`src/rtl/core/websocket_frame_decoder_defines.svh`:
```
// ----------------------------------------------------------------------------
// websocket_frame_decoder_defines
// Assertion macros used by the websocket frame decoder result queue.
// ----------------------------------------------------------------------------
`ifndef WEBSOCKET_FRAME_DECODER_DEFINES_SVH
`define WEBSOCKET_FRAME_DECODER_DEFINES_SVH

// Property must hold at every rising clock edge outside reset.
`define WFD_ASSERT(label, clk, rst, prop, msg) \
  label: assert property (@(posedge clk) disable iff (rst) (prop)) else $error(msg);

// Condition must never be true outside reset.
`define WFD_ASSERT_NEVER(label, clk, rst, cond, msg) \
  label: assert property (@(posedge clk) disable iff (rst) !(cond)) else $error(msg);

`endif

```
`src/rtl/core/wfd_pkg.sv`:
```
// ----------------------------------------------------------------------------
// wfd_pkg
// Types and constants shared by the websocket frame decoder modules.
// ----------------------------------------------------------------------------
`default_nettype none

package wfd_pkg;

  localparam int unsigned LEN_W   = 64;
  localparam int unsigned LIMIT_W = 63;
  localparam int unsigned QDEPTH  = 2;

  localparam logic [LIMIT_W-1:0] LIMIT_RESET = LIMIT_W'(10 * 1024 * 1024);

  localparam logic [3:0] OP_CLOSE = 4'h8;
  localparam logic [3:0] OP_PING  = 4'h9;

  localparam logic [6:0] LEN_EXT16 = 7'd126;
  localparam logic [6:0] LEN_EXT64 = 7'd127;

  // Header byte counter values at which a field is complete (3-bit wrap).
  localparam logic [2:0] EXT16_DONE = 3'd2;
  localparam logic [2:0] EXT64_DONE = 3'd0;
  localparam logic [2:0] MASK_DONE  = 3'd4;

  typedef enum logic [2:0] {
    PH_HDR0    = 3'd0,
    PH_HDR1    = 3'd1,
    PH_EXT16   = 3'd2,
    PH_EXT64   = 3'd3,
    PH_MASK    = 3'd4,
    PH_PAYLOAD = 3'd5
  } phase_t;

  typedef enum logic [2:0] {
    KIND_DATA     = 3'd0,
    KIND_EMPTY    = 3'd1,
    KIND_PONG     = 3'd2,
    KIND_CLOSE    = 3'd3,
    KIND_OVERSIZE = 3'd4
  } kind_t;

  typedef struct packed {
    kind_t      kind;
    logic [7:0] raw;
    logic [7:0] key;
    logic [3:0] opcode;
    logic       last;
  } entry_t;

  typedef struct packed {
    logic full;
    logic empty;
  } qstat_t;

endpackage

`default_nettype wire

```
`src/rtl/core/websocket_frame_decoder.sv`:
```
// Results pass from the parser through the result queue into the output register.
// Throughput: one byte per cycle; the parser takes a byte whenever the queue has room.
// in_ready drops only when the two-entry result queue is full.
// Reset clears the parser to wait for a first header byte and the limit to 10485760.
// Configuration writes complete in the cycle they are presented.
// ----------------------------------------------------------------------------
// websocket_frame_decoder
// Byte-serial frame parser: header decode, unmasking, control and oversize
// events, with a queued output stage.
// ----------------------------------------------------------------------------
`default_nettype none

module websocket_frame_decoder
  import wfd_pkg::*;
(
  input  wire logic               clk,
  input  wire logic               rst,
  input  wire logic               in_valid,
  output logic                    in_ready,
  input  wire logic [7:0]         in_byte,
  input  wire logic               cfg_valid,
  output logic                    cfg_ready,
  input  wire logic [LIMIT_W-1:0] max_payload_len,
  output logic                    out_valid,
  input  wire logic               out_ready,
  output logic [2:0]              result_kind,
  output logic [7:0]              data_byte,
  output logic [3:0]              frame_opcode,
  output logic                    last
);

  qstat_t qstat;
  logic   push;
  entry_t push_entry;
  logic   pop;
  entry_t pop_entry;

  wfd_parser u_parser (
    .clk             (clk),
    .rst             (rst),
    .in_valid        (in_valid),
    .in_ready        (in_ready),
    .in_byte         (in_byte),
    .cfg_valid       (cfg_valid),
    .cfg_ready       (cfg_ready),
    .max_payload_len (max_payload_len),
    .qstat           (qstat),
    .push            (push),
    .push_entry      (push_entry)
  );

  wfd_queue u_queue (
    .clk        (clk),
    .rst        (rst),
    .push       (push),
    .push_entry (push_entry),
    .pop        (pop),
    .pop_entry  (pop_entry),
    .qstat      (qstat)
  );

  wfd_out u_out (
    .clk          (clk),
    .rst          (rst),
    .qstat        (qstat),
    .pop_entry    (pop_entry),
    .pop          (pop),
    .out_valid    (out_valid),
    .out_ready    (out_ready),
    .result_kind  (result_kind),
    .data_byte    (data_byte),
    .frame_opcode (frame_opcode),
    .last         (last)
  );

endmodule

`default_nettype wire

```
`src/rtl/core/wfd_parser.sv`:
```
// ----------------------------------------------------------------------------
// wfd_parser
// Front end: takes stream bytes, walks the frame header, tracks the payload
// and pushes one classified result entry per byte that yields a result.
// ----------------------------------------------------------------------------
`default_nettype none

module wfd_parser
  import wfd_pkg::*;
(
  input  wire logic               clk,
  input  wire logic               rst,
  input  wire logic               in_valid,
  output logic                    in_ready,
  input  wire logic [7:0]         in_byte,
  input  wire logic               cfg_valid,
  output logic                    cfg_ready,
  input  wire logic [LIMIT_W-1:0] max_payload_len,
  input  wire qstat_t             qstat,
  output logic                    push,
  output entry_t                  push_entry
);

  phase_t             phase, phase_next;
  logic [3:0]         cur_opcode, cur_opcode_next;
  logic               mask_present, mask_present_next;
  logic [LEN_W-1:0]   remaining_len, remaining_len_next;
  logic [2:0]         hdr_count, hdr_count_next;
  logic [31:0]        mask_key, mask_key_next;
  logic [1:0]         key_index, key_index_next;
  logic               skipping, skipping_next;
  logic [LIMIT_W-1:0] limit;

  logic               fire;
  logic [2:0]         count_inc;
  logic [LEN_W-1:0]   len_shift;
  logic [LEN_W-1:0]   len_sel;
  logic               mask_sel;
  logic               do_after;
  logic               do_finish;
  logic               len_over;
  logic               pay_end;
  logic [7:0]         key_byte;
  kind_t              ctrl_kind;

  assign in_ready  = !qstat.full;
  assign cfg_ready = 1'b1;
  assign fire      = in_valid && in_ready;
  assign count_inc = hdr_count + 3'd1;
  assign len_shift = {remaining_len[LEN_W-9:0], in_byte};
  assign pay_end   = (remaining_len <= LEN_W'(1));

  always_comb begin
    case (key_index)
      2'd0:    key_byte = mask_key[31:24];
      2'd1:    key_byte = mask_key[23:16];
      2'd2:    key_byte = mask_key[15:8];
      default: key_byte = mask_key[7:0];
    endcase
  end

  always_comb begin
    if (cur_opcode == OP_PING) begin
      ctrl_kind = KIND_PONG;
    end else if (cur_opcode == OP_CLOSE) begin
      ctrl_kind = KIND_CLOSE;
    end else begin
      ctrl_kind = KIND_EMPTY;
    end
  end

  always_comb begin
    phase_next         = phase;
    cur_opcode_next    = cur_opcode;
    mask_present_next  = mask_present;
    remaining_len_next = remaining_len;
    hdr_count_next     = hdr_count;
    mask_key_next      = mask_key;
    key_index_next     = key_index;
    skipping_next      = skipping;
    len_sel            = remaining_len;
    mask_sel           = mask_present;
    do_after           = 1'b0;
    do_finish          = 1'b0;
    push               = 1'b0;
    push_entry.kind    = KIND_DATA;
    push_entry.raw     = 8'd0;
    push_entry.key     = 8'd0;
    push_entry.opcode  = cur_opcode;
    push_entry.last    = 1'b0;

    if (fire) begin
      case (phase)
        PH_HDR0: begin
          cur_opcode_next    = in_byte[3:0];
          mask_present_next  = 1'b0;
          mask_key_next      = 32'd0;
          key_index_next     = 2'd0;
          skipping_next      = 1'b0;
          remaining_len_next = '0;
          hdr_count_next     = 3'd0;
          phase_next         = PH_HDR1;
        end
        PH_HDR1: begin
          mask_present_next  = in_byte[7];
          hdr_count_next     = 3'd0;
          remaining_len_next = '0;
          if (in_byte[6:0] == LEN_EXT16) begin
            phase_next = PH_EXT16;
          end else if (in_byte[6:0] == LEN_EXT64) begin
            phase_next = PH_EXT64;
          end else begin
            remaining_len_next = LEN_W'(in_byte[6:0]);
            len_sel            = LEN_W'(in_byte[6:0]);
            mask_sel           = in_byte[7];
            do_after           = 1'b1;
          end
        end
        PH_EXT16, PH_EXT64: begin
          remaining_len_next = len_shift;
          hdr_count_next     = count_inc;
          len_sel            = len_shift;
          if ((phase == PH_EXT16) ? (count_inc == EXT16_DONE) : (count_inc == EXT64_DONE)) begin
            do_after = 1'b1;
          end
        end
        PH_MASK: begin
          mask_key_next  = {mask_key[23:0], in_byte};
          hdr_count_next = count_inc;
          if (count_inc == MASK_DONE) begin
            do_finish = 1'b1;
          end
        end
        PH_PAYLOAD: begin
          key_index_next = key_index + 2'd1;
          if (remaining_len != '0) begin
            remaining_len_next = remaining_len - LEN_W'(1);
          end
          if (pay_end) begin
            phase_next = PH_HDR0;
          end
          if (skipping) begin
            if (pay_end) begin
              skipping_next = 1'b0;
            end
          end else if (cur_opcode == OP_PING || cur_opcode == OP_CLOSE) begin
            if (pay_end) begin
              push            = 1'b1;
              push_entry.kind = ctrl_kind;
              push_entry.last = 1'b1;
            end
          end else begin
            push            = 1'b1;
            push_entry.kind = KIND_DATA;
            push_entry.raw  = in_byte;
            push_entry.key  = key_byte;
            push_entry.last = pay_end;
          end
        end
        default: begin
          phase_next = PH_HDR0;
        end
      endcase
    end

    if (do_after) begin
      hdr_count_next = 3'd0;
      if (mask_sel) begin
        phase_next = PH_MASK;
      end else begin
        do_finish = 1'b1;
      end
    end

    len_over = (len_sel > {1'b0, limit});

    if (do_finish) begin
      key_index_next = 2'd0;
      hdr_count_next = 3'd0;
      if (len_over) begin
        skipping_next   = 1'b1;
        phase_next      = PH_PAYLOAD;
        push            = 1'b1;
        push_entry.kind = KIND_OVERSIZE;
        push_entry.last = 1'b1;
      end else if (len_sel == '0) begin
        phase_next      = PH_HDR0;
        push            = 1'b1;
        push_entry.kind = ctrl_kind;
        push_entry.last = 1'b1;
      end else begin
        phase_next = PH_PAYLOAD;
      end
    end
  end

  always_ff @(posedge clk) begin
    if (rst) begin
      phase <= PH_HDR0;
    end else begin
      phase <= phase_next;
    end
  end

  always_ff @(posedge clk) begin
    if (rst) begin
      cur_opcode    <= 4'd0;
      mask_present  <= 1'b0;
      remaining_len <= '0;
      hdr_count     <= 3'd0;
      mask_key      <= 32'd0;
      key_index     <= 2'd0;
      skipping      <= 1'b0;
    end else begin
      cur_opcode    <= cur_opcode_next;
      mask_present  <= mask_present_next;
      remaining_len <= remaining_len_next;
      hdr_count     <= hdr_count_next;
      mask_key      <= mask_key_next;
      key_index     <= key_index_next;
      skipping      <= skipping_next;
    end
  end

  always_ff @(posedge clk) begin
    if (rst) begin
      limit <= LIMIT_RESET;
    end else if (cfg_valid && cfg_ready) begin
      limit <= max_payload_len;
    end
  end

endmodule

`default_nettype wire

```
`src/rtl/core/wfd_queue.sv`:
```
// ----------------------------------------------------------------------------
// wfd_queue
// Short result queue between the parser and the output stage.
// ----------------------------------------------------------------------------
`default_nettype none

`include "websocket_frame_decoder_defines.svh"

module wfd_queue
  import wfd_pkg::*;
(
  input  wire logic   clk,
  input  wire logic   rst,
  input  wire logic   push,
  input  wire entry_t push_entry,
  input  wire logic   pop,
  output entry_t      pop_entry,
  output qstat_t      qstat
);

  localparam int unsigned QIDX_W = (QDEPTH > 1) ? $clog2(QDEPTH) : 1;
  localparam int unsigned QCNT_W = $clog2(QDEPTH + 1);

  entry_t              slots [QDEPTH];
  logic [QIDX_W-1:0]   wr_ptr, wr_ptr_next;
  logic [QIDX_W-1:0]   rd_ptr, rd_ptr_next;
  logic [QCNT_W-1:0]   count, count_next;

  assign qstat.full  = (count == QCNT_W'(QDEPTH));
  assign qstat.empty = (count == '0);
  assign pop_entry   = slots[rd_ptr];

  always_comb begin
    wr_ptr_next = wr_ptr;
    rd_ptr_next = rd_ptr;
    count_next  = count;
    if (push) begin
      wr_ptr_next = (wr_ptr == QIDX_W'(QDEPTH - 1)) ? '0 : wr_ptr + QIDX_W'(1);
    end
    if (pop) begin
      rd_ptr_next = (rd_ptr == QIDX_W'(QDEPTH - 1)) ? '0 : rd_ptr + QIDX_W'(1);
    end
    if (push && !pop) begin
      count_next = count + QCNT_W'(1);
    end else if (pop && !push) begin
      count_next = count - QCNT_W'(1);
    end
  end

  always_ff @(posedge clk) begin
    if (rst) begin
      wr_ptr <= '0;
      rd_ptr <= '0;
      count  <= '0;
    end else begin
      wr_ptr <= wr_ptr_next;
      rd_ptr <= rd_ptr_next;
      count  <= count_next;
    end
  end

  always_ff @(posedge clk) begin
    if (push) begin
      slots[wr_ptr] <= push_entry;
    end
  end

  `WFD_ASSERT_NEVER(a_no_push_full, clk, rst, push && qstat.full, "push into full queue")
  `WFD_ASSERT_NEVER(a_no_pop_empty, clk, rst, pop && qstat.empty, "pop from empty queue")
  `WFD_ASSERT(a_count_bound, clk, rst, count <= QCNT_W'(QDEPTH), "queue count out of range")

endmodule

`default_nettype wire

```
`src/rtl/core/wfd_out.sv`:
```
// ----------------------------------------------------------------------------
// wfd_out
// Back end: drains the queue, unmasks payload bytes and holds the result
// transaction in the output register until it is taken.
// ----------------------------------------------------------------------------
`default_nettype none

module wfd_out
  import wfd_pkg::*;
(
  input  wire logic   clk,
  input  wire logic   rst,
  input  wire qstat_t qstat,
  input  wire entry_t pop_entry,
  output logic        pop,
  output logic        out_valid,
  input  wire logic   out_ready,
  output logic [2:0]  result_kind,
  output logic [7:0]  data_byte,
  output logic [3:0]  frame_opcode,
  output logic        last
);

  assign pop = !qstat.empty && (!out_valid || out_ready);

  always_ff @(posedge clk) begin
    if (rst) begin
      out_valid <= 1'b0;
    end else if (pop) begin
      out_valid <= 1'b1;
    end else if (out_ready) begin
      out_valid <= 1'b0;
    end
  end

  always_ff @(posedge clk) begin
    if (pop) begin
      result_kind  <= 3'(pop_entry.kind);
      data_byte    <= pop_entry.raw ^ pop_entry.key;
      frame_opcode <= pop_entry.opcode;
      last         <= pop_entry.last;
    end
  end

endmodule

`default_nettype wire
```
`config.mk`:
```
export PLATFORM = sky130hd
export DESIGN_NAME = websocket_frame_decoder
export DESIGN_NICKNAME = d
export VERILOG_FILES = /design/src/rtl/core/wfd_pkg.sv /design/src/rtl/core/websocket_frame_decoder.sv /design/src/rtl/core/wfd_parser.sv /design/src/rtl/core/wfd_queue.sv /design/src/rtl/core/wfd_out.sv
export VERILOG_INCLUDE_DIRS = /design/src /design/src/rtl/core
export SDC_FILE = /design/constraint.sdc
export NUM_CORES = 1
export LEC_CHECK = 0
export BUFFER_PORTS_ARGS = -buffer_cell sky130_fd_sc_hd__buf_2
export CORE_MARGIN = 5
export CORE_UTILIZATION = 30
export DETAILED_ROUTE_END_ITERATION = 7
export SYNTH_ARGS = -nofsm -noshare
export SYNTH_HDL_FRONTEND = slang
export SYNTH_SLANG_ARGS = --single-unit
export TNS_END_PERCENT = 5
```
`constraint.sdc`:
```
create_clock -name clk -period 5.2 [get_ports clk]
set_input_delay 0.52 -clock clk [delete_from_list [all_inputs] [get_ports clk]]
set_output_delay 0.52 -clock clk [all_outputs]
set_load 0.1 [all_outputs]
```
==> results of run 1 <==
==> area by class of cell <==
| class | instances | area (um^2) | area share (%) |
|---|---|---|---|
| repair buffers | 123 | 746 | 4.80 |
| well taps | 600 | 751 | 4.83 |
| multi-input cells | 1140 | 7270 | 46.8 |
| flip-flops and latches | 243 | 5510 | 35.4 |
| clock buffers | 36 | 761 | 4.90 |
| inverters | 85 | 319 | 2.05 |
| clock inverters | 15 | 184 | 1.18 |
==> synthesized netlist by cell type, types with 6 or more instances <==
master,n
buf_1,11
nand2b_1,7
clkbuf_1,89
nor4_1,30
and2_1,13
ha_1,73
xor2_1,23
inv_1,85
o22ai_1,10
mux2_2,8
or3_1,16
a22oi_1,17
dfxtp_1,179
a222oi_1,9
o31ai_1,7
or4_1,7
a22o_1,48
buf_2,11
nand3_1,60
nand2_1,138
a21o_1,9
nor2b_1,6
buf_4,6
xnor2_1,13
a221oi_1,23
nor3_1,59
o21ai_0,80
mux2i_1,64
a221o_1,9
nand4_1,19
nor2_1,181
edfxtp_1,64
a21oi_1,125
a211oi_1,10
==> flip-flops by register name, indices dropped and copies added, names as in the netlist, named ones only <==
name and cells:
u_out.last 1, u_queue.rd_ptr 1, u_parser.limit 63, u_parser.remaining_len 64
u_out.data_byte 8, u_out.frame_opcode 4, u_parser.mask_present 1, u_parser.cur_opcode 4
u_out.result_kind 3, u_out.out_valid 1, u_queue.slots 48, u_queue.count 2
u_parser.skipping 1, u_parser.key_index 2, u_parser.phase 3, u_parser.hdr_count 3
u_parser.mask_key 32, u_queue.wr_ptr 1
==> per-stage QoR <==
step / instances / hold WS [ns] / util (%) / power (mW)
2_1_floorplan: 1589 / 0.431 / - / 3.67
3_3_place_gp: 2191 / 0.438 / 32.4 / 4.16
3_5_place_dp: 2191 / 0.444 / 32.4 / 4.17
4_1_cts: 2242 / 0.159 / 34.5 / 6.20
5_1_grt: 2242 / 0.184 / 34.5 / 6.46
6_report: 2242 / 0.181 / 34.5 / 6.18
==> cell families after synthesis <==
logic type,share of synthesized area (%)
AO/OA/AOI/OAI,19.3
XOR/XNOR,2.32
adder cells (fa/ha/maj),6.72
buffers and inverters,6.16
flip-flops,40.5
multiplexers,5.37
other,0.0276
AND/OR/NAND/NOR,19.7
==> routing by layer <==
metal	vias to the layer above	share of wire, %
met3	130	7.2
met5	-	0
met1	5846	43
met4	0	4.5
met2	505	45
li1	5843	-
==> worst max-delay path, delay by kind of cell, from the launching register on <==
kind / cells / cell delay [ns]
simple gates: 7 / 1.81
compound gates: 6 / 1.49
flops: 1 / 0.60
buf+inv: 2 / 0.45
fa+ha+maj: 2 / 0.44
==> power by group <==
group          switching (mW)  total [mW]  internal, mW
logic                    1.39        1.90         0.511
clock network           0.830        2.02          1.19
registers               0.162        2.27          2.11
==> worst paths after layout <==
kind	startpoint	end	cells past startpoint
max reg2reg	u_parser.phase[0]$_SDFF_PP0_	u_queue.count[1]$_SDFFE_PP0P_	17
min reg2reg	u_parser.mask_key[26]$_SDFFE_PP0P_	u_parser.mask_key[26]$_SDFFE_PP0P_	2
min	max_payload_len[23]	u_parser.limit[23]$_SDFFE_PP1P_	3
max	u_parser.phase[0]$_SDFF_PP0_	u_queue.count[1]$_SDFFE_PP0P_	17
==> cell usage in the layout, fill, tap and decap left out, drive strengths merged, types with 13 or more instances in the layout <==
cell type | synthesis | routed
a21oi | 127 | 127
a221oi | 23 | 23
a22o | 50 | 50
a22oi | 17 | 17
and2 | 13 | 13
buf | 31 | 123
clkbuf | 90 | 36
dfxtp | 179 | 179
edfxtp | 64 | 64
ha | 73 | 73
inv | 85 | 85
mux2i | 64 | 64
nand2 | 138 | 138
nand3 | 60 | 60
nand4 | 19 | 19
nor2 | 182 | 182
nor3 | 60 | 60
nor4 | 34 | 34
o21ai | 81 | 81
or3 | 17 | 17
xnor2 | 13 | 13
xor2 | 23 | 23
==> results.md, run 1 <==
* # DRC at 0
* Share of layout cells above drive strength 1 at 11.8%
* CP Class: reg -> reg
* Post-Route Setup TNS at 0 ns
* H-tree levels at 1
* Nets at about 1800
* Core Footprint at between 40000 and 50000 um^2
* Routed WL per cell at 19.3 um
* Width of the die at 223 um
* Yosys warns at 0
* CTS clk-pin slew, worst paths at 0.06 ns
* Deepest clock path buffer count at 3
* Yosys reg bits at about 240
* # port buffers at slightly above 90
* Startpoint Class: flop
* Worst-Margin Slew at 1.16 ns
* Setup Buffers After CTS at 0
* GRT met3 Usage at 2.83%
* GRT Util Overall at roughly 17%
* Largest net degree at the start of global routing at 66
* Layout area overhead at 14.3%
* CTS tree: built
* Ranking of synthesized cells by area: dfxtp_1, edfxtp_1, ha_1, nor2_1, mux2i_1
* EDFF count, synth at between 60 and 70
* Worst setup margin at 0.312 ns
* Pre-CTS setup slack at 0.393 ns
* Post-route design area at ~16000 um^2
* M1 GR Usage at 22.1%
* Final wirelength at 43200 um
* Vias in the first global route at between 10000 and 15000
* DR vias at 12300
* Crit-path max FO at 45
* CP max stage cell: dfxtp_1
* Pre-antenna DRT Iters at 6
* Sink Count at 243
* CTS Root Buffer Type: clkbuf_16
* # IOs at 95
* Rel. slew slack at 22.1%
* CP Capture Type: flop
* Post-route antenna net violation count at 0
* CTS Buf Count at 28
* Crit path required time at 5.70 ns
* Max IR drop VDD at 0.354 mV
* Fin crit period at 4.89 ns
* First-pass GRT wire length at 67300 um
* Sequential share of the synthesized area at slightly above 40%
* # fillers at 4704
* Reg2Reg Setup Slack at around 0.31 ns
* Final Cycle Share at 94.0%
* Primary FF master, synth: dfxtp_1
* Maximum clock frequency at 205 MHz
* Outcome: finished, final reports clean
* Leak at between 6 and 7 nW
* Post_cts resized at 0
* Via-per-instance ratio at 5.50
* Average size of a mapped cell at 8.56 um^2
* Mapped cell area at 13600 um^2
* # setup viols final at 0
* GR peak layer: met2
* Fin. Hold Viols at 0
* Worst path cell trace: or3b_2 > o21ai_4 > buf_12 > a22o_1 > ha_1 > nand3_1 > nor4_1 > buf_4 > nand4_1 > a21oi_1 > nor4b_1 > o211a_1 > a211o_1 > nand3_1 > ha_1 > or3_1 > a21oi_1
* Diodes inserted at 0
* Unrepaired setup endpoints after global routing: no
* Post-CTS Hold Buffers at 0
* Iter 0 DRT Violations at around 1200
* Cells after Synth at 1589
* Critical path arrival at 5.39 ns
* Initial core utilization at 30.2%
* Die Y at between 200 and 250 um
* Global route overflow at 0
* Detailed Place HPWL at 30300 um
* Post-synth net total at 1738
* P per Cell Area at 398 nW/um^2
* Ys async rst share at 0%
* Area leader, netlist: dfxtp_1
* CP peak stage delay at 0.60 ns
* Die footprint at 49700 um^2
* Worst hold path type: in -> reg
* # rows at 78
* Initial antenna violation count at 0
* Placed cell area at 14600 um^2
* Max Cap Viol at 0
* Pins Over Slew Limit at 0
* Layout Skew at between 0.015 and 0.02 ns
* Top-area cell type share of the netlist area at around a quarter
* GR Util met2 at 26.6%
* Gpl congestion at between 0.9 and 1
* Synth unique cells at 75
* Worst-Skew Late Latency at 0.57 ns
(Power assumes the default switching activity.)
==> run 2, diff against run 1 <==
--- a/config.mk
+++ b/config.mk
@@ -6,6 +6,7 @@
 export SDC_FILE = /design/constraint.sdc
 export NUM_CORES = 1
 export LEC_CHECK = 0
+export ABC_AREA = 1
 export BUFFER_PORTS_ARGS = -buffer_cell sky130_fd_sc_hd__buf_2
 export CORE_MARGIN = 5
 export CORE_UTILIZATION = 30
==> results.md, run 2 <==
* Outcome: finished, final reports clean
* H-tree levels at 1
* Largest register FFs at 64
* Worst setup margin at 0.700 ns
* Leak at 7.55 nW
* Ys async rst share at 0%
* Top-area cell type share of the netlist area at 24.8%
* Min-delay src: max_payload_len[23]
* Adder-cell share of the synthesized area at between 6 and 7%
* Hold Path Depth at 3
* Width of the die at 230 um
* Post-route design area at around 17000 um^2
* Reg-to-reg critical path startpoint: u_parser.phase[2]$_SDFF_PP0_
* Initial antenna violation count at 0
* Max IR drop VDD at 0.277 mV
* P per Cell Area at between 300 and 400 nW/um^2
* Sink Count at 243
* # setup viols final at 0
* Fin cells at 2784
* Via-per-instance ratio at around 5.0
* Diodes inserted at 0
* Worst-case hold slack at 0.171 ns
* Rel. slew slack at 26.5%
* Mapped cell area at 14500 um^2
* Post-route antenna net violation count at 0
* Final core occ at 34.6%
* CTS Buf Count at 30
* Global route overflow at 0
* Die Y at 230 um
* Critical path arrival at around 4.7 ns
* CTS clk-pin slew, worst paths at 0.06 ns
* Simple-gate share of the synthesized area at 26.5%
* Synth cell count leaders: nand2_1, nor2_1, inv_1, a21oi_1, dfxtp_1
* Commonest non-fill, non-tap cells in the layout: nand2_1, nor2_1, inv_1
* Share of layout cells above drive strength 1 at 9.36%
* Unrepaired setup endpoints after global routing: no
* Pre-antenna DRT Iters at 5
* Post-synth net total at 2247
* Initial core utilization at 30.3%
* Placed cell area at between 15000 and 20000 um^2
* # IOs at 95
* # port buffers at 93
* Final wirelength at 44200 um
* Iter 0 DRT Violations at 962
* Hold path endpoint: u_parser.limit[23]$_SDFFE_PP1P_
* Fin crit period at 4.50 ns
* Worst hold path type: in -> reg
* DR vias at 13900
* Largest family of logic cells by synthesized area: simple AND/OR/NAND/NOR gates
* Placed cells at 2728
* Mux cell area share after synthesis at 0.623%
* GRT Util Overall at 15.9%
* Primary FF master, synth: dfxtp_1
* Ranking of synthesized cells by area: dfxtp_1, edfxtp_1, nand2_1, nor2_1, a21oi_1
* Crit path required time at 5.42 ns
* Yosys reg bits at between 200 and 250
* Pre-CTS setup slack at 0.698 ns
* Average size of a mapped cell at 6.90 um^2
* Layout area overhead at 14.2%
* Max Cap Viol at 0
* Post_cts resized at 0
* Setup Buffers After CTS at 0
* Largest net degree at the start of global routing at 70
* Yosys warns at 0
* CTS tree: built
* Nets at 2294
* Synth unique cells at 46
* Compound-Gate Fraction of Synth Area at 17.4%
* Vias in the first global route at 13200
* Startpoint Class: flop
* Reg2reg path depth at 17
* Worst-Margin Slew at 1.10 ns
* Count leader, synth: nand2_1
* Reg with most FFs: u_parser.remaining_len
* # DRC at 0
* Sequential share of the synthesized area at 38.0%
* # rows at 80
* Deepest clock path buffer count at 3
* Post-CTS Hold Buffers at 0
* Fin. Hold Viols at 0
* Crit-path max FO at 33
* EDFF count, synth at 64
* CP Class: reg -> reg
* Synth Area in XOR/XNOR at 1.57%
* Worst-Skew Late Latency at around 0.6 ns
* Layout Skew at about 0.028 ns
* Pwr Total at 6.27 mW
* First-pass GRT wire length at ~70000 um
* Post-Route Setup TNS at 0 ns
* Reg2reg end: u_queue.slots[1][10]$_DFFE_PP_
* Top flop regs: u_parser.remaining_len (64), u_parser.limit (63), u_queue.slots (48)
* Core Footprint at 47700 um^2
* Pins Over Slew Limit at 0
* Reg2Reg Setup Slack at 0.70 ns
* CP Capture Type: flop
* Routed WL per cell at 15.9 um
* CTS Root Buffer Type: clkbuf_16
* Gpl congestion at between 0.9 and 1
* Cells after Synth at ~2100
* Commonest non-fill, non-tap cell in the layout: nand2_1
* Die footprint at between 50000 and 60000 um^2
* Detailed Place HPWL at 31700 um
* Final Cycle Share at 86.5%
* Maximum clock frequency at 222 MHz
* Area leader, netlist: dfxtp_1
==> run 2: cell type report <==
type	count	area, um^2
Sequential cell	243	5510
Timing Repair Buffer	108	591
Tap cell	615	769
Inverter	263	988
Multi-Input combinational cell	1499	7600
Fill cell	5088	31200
Clock inverter	18	223
Clock buffer	38	841
==> run 2: power breakdown <==
part / leakage [nW] / internal [mW] / total [mW] / switching [mW]
registers: 2.12 / 2.10 / 2.20 / 0.0976
logic: 4.91 / 0.428 / 1.86 / 1.44
clock network: 0.524 / 1.34 / 2.21 / 0.868
==> run 2: how the worst max path moves through the flow <==
stage | startpoint | endpoint | slack (ns)
floorplan | u_queue.count[0]$_SDFFE_PP0P_ | u_queue.slots[1][0]$_DFFE_PP_ | 1.24
global placement | in_byte[5] | u_queue.slots[1][11]$_DFFE_PP_ | 0.80
detailed placement | u_parser.phase[2]$_SDFF_PP0_ | u_queue.count[1]$_SDFFE_PP0P_ | 0.70
CTS | u_parser.phase[2]$_SDFF_PP0_ | u_queue.count[1]$_SDFFE_PP0P_ | 0.66
global route | u_parser.phase[2]$_SDFF_PP0_ | u_queue.count[1]$_SDFFE_PP0P_ | 0.20
finish | u_parser.phase[2]$_SDFF_PP0_ | u_queue.slots[1][10]$_DFFE_PP_ | 0.70
==> run 2: kinds of logic (layout without fill, tap and decap cells) <==
| logic type | Yosys count | in the layout |
|---|---|---|
| xor+xnor | 26 | 26 |
| other cells | 1 | 1 |
| fa+ha+maj | 73 | 73 |
| flops | 243 | 243 |
| mux | 8 | 8 |
| buf+inv | 356 | 427 |
| simple gates | 931 | 931 |
| compound gates | 460 | 460 |
==> run 2: critical path, stage by stage, from the launching register on <==
cell	delay (ns)
dfxtp_1	0.41
inv_2	0.19
nand2_1	0.17
inv_2	0.40
buf_12	0.25
nand2_1	0.09
o21ai_0	0.39
ha_1	0.22
nand2_1	0.09
nor3_1	0.24
nand3_1	0.18
nor2_1	0.25
nand2_1	0.08
nand2_1	0.09
nand2_2	0.11
nand3_2	0.13
nand2_1	0.07
inv_1	0.69
==> run 2: layer usage <==
layer / part of all wire (%) / vias to the layer above / GRT usage [%]
met5: 0 / - / 0
met4: 3.3 / 0 / 5.11
met3: 5.5 / 88 / 2.38
met2: 48 / 384 / 27.8
met1: 43 / 6419 / 20.3
li1: - / 7011 / -
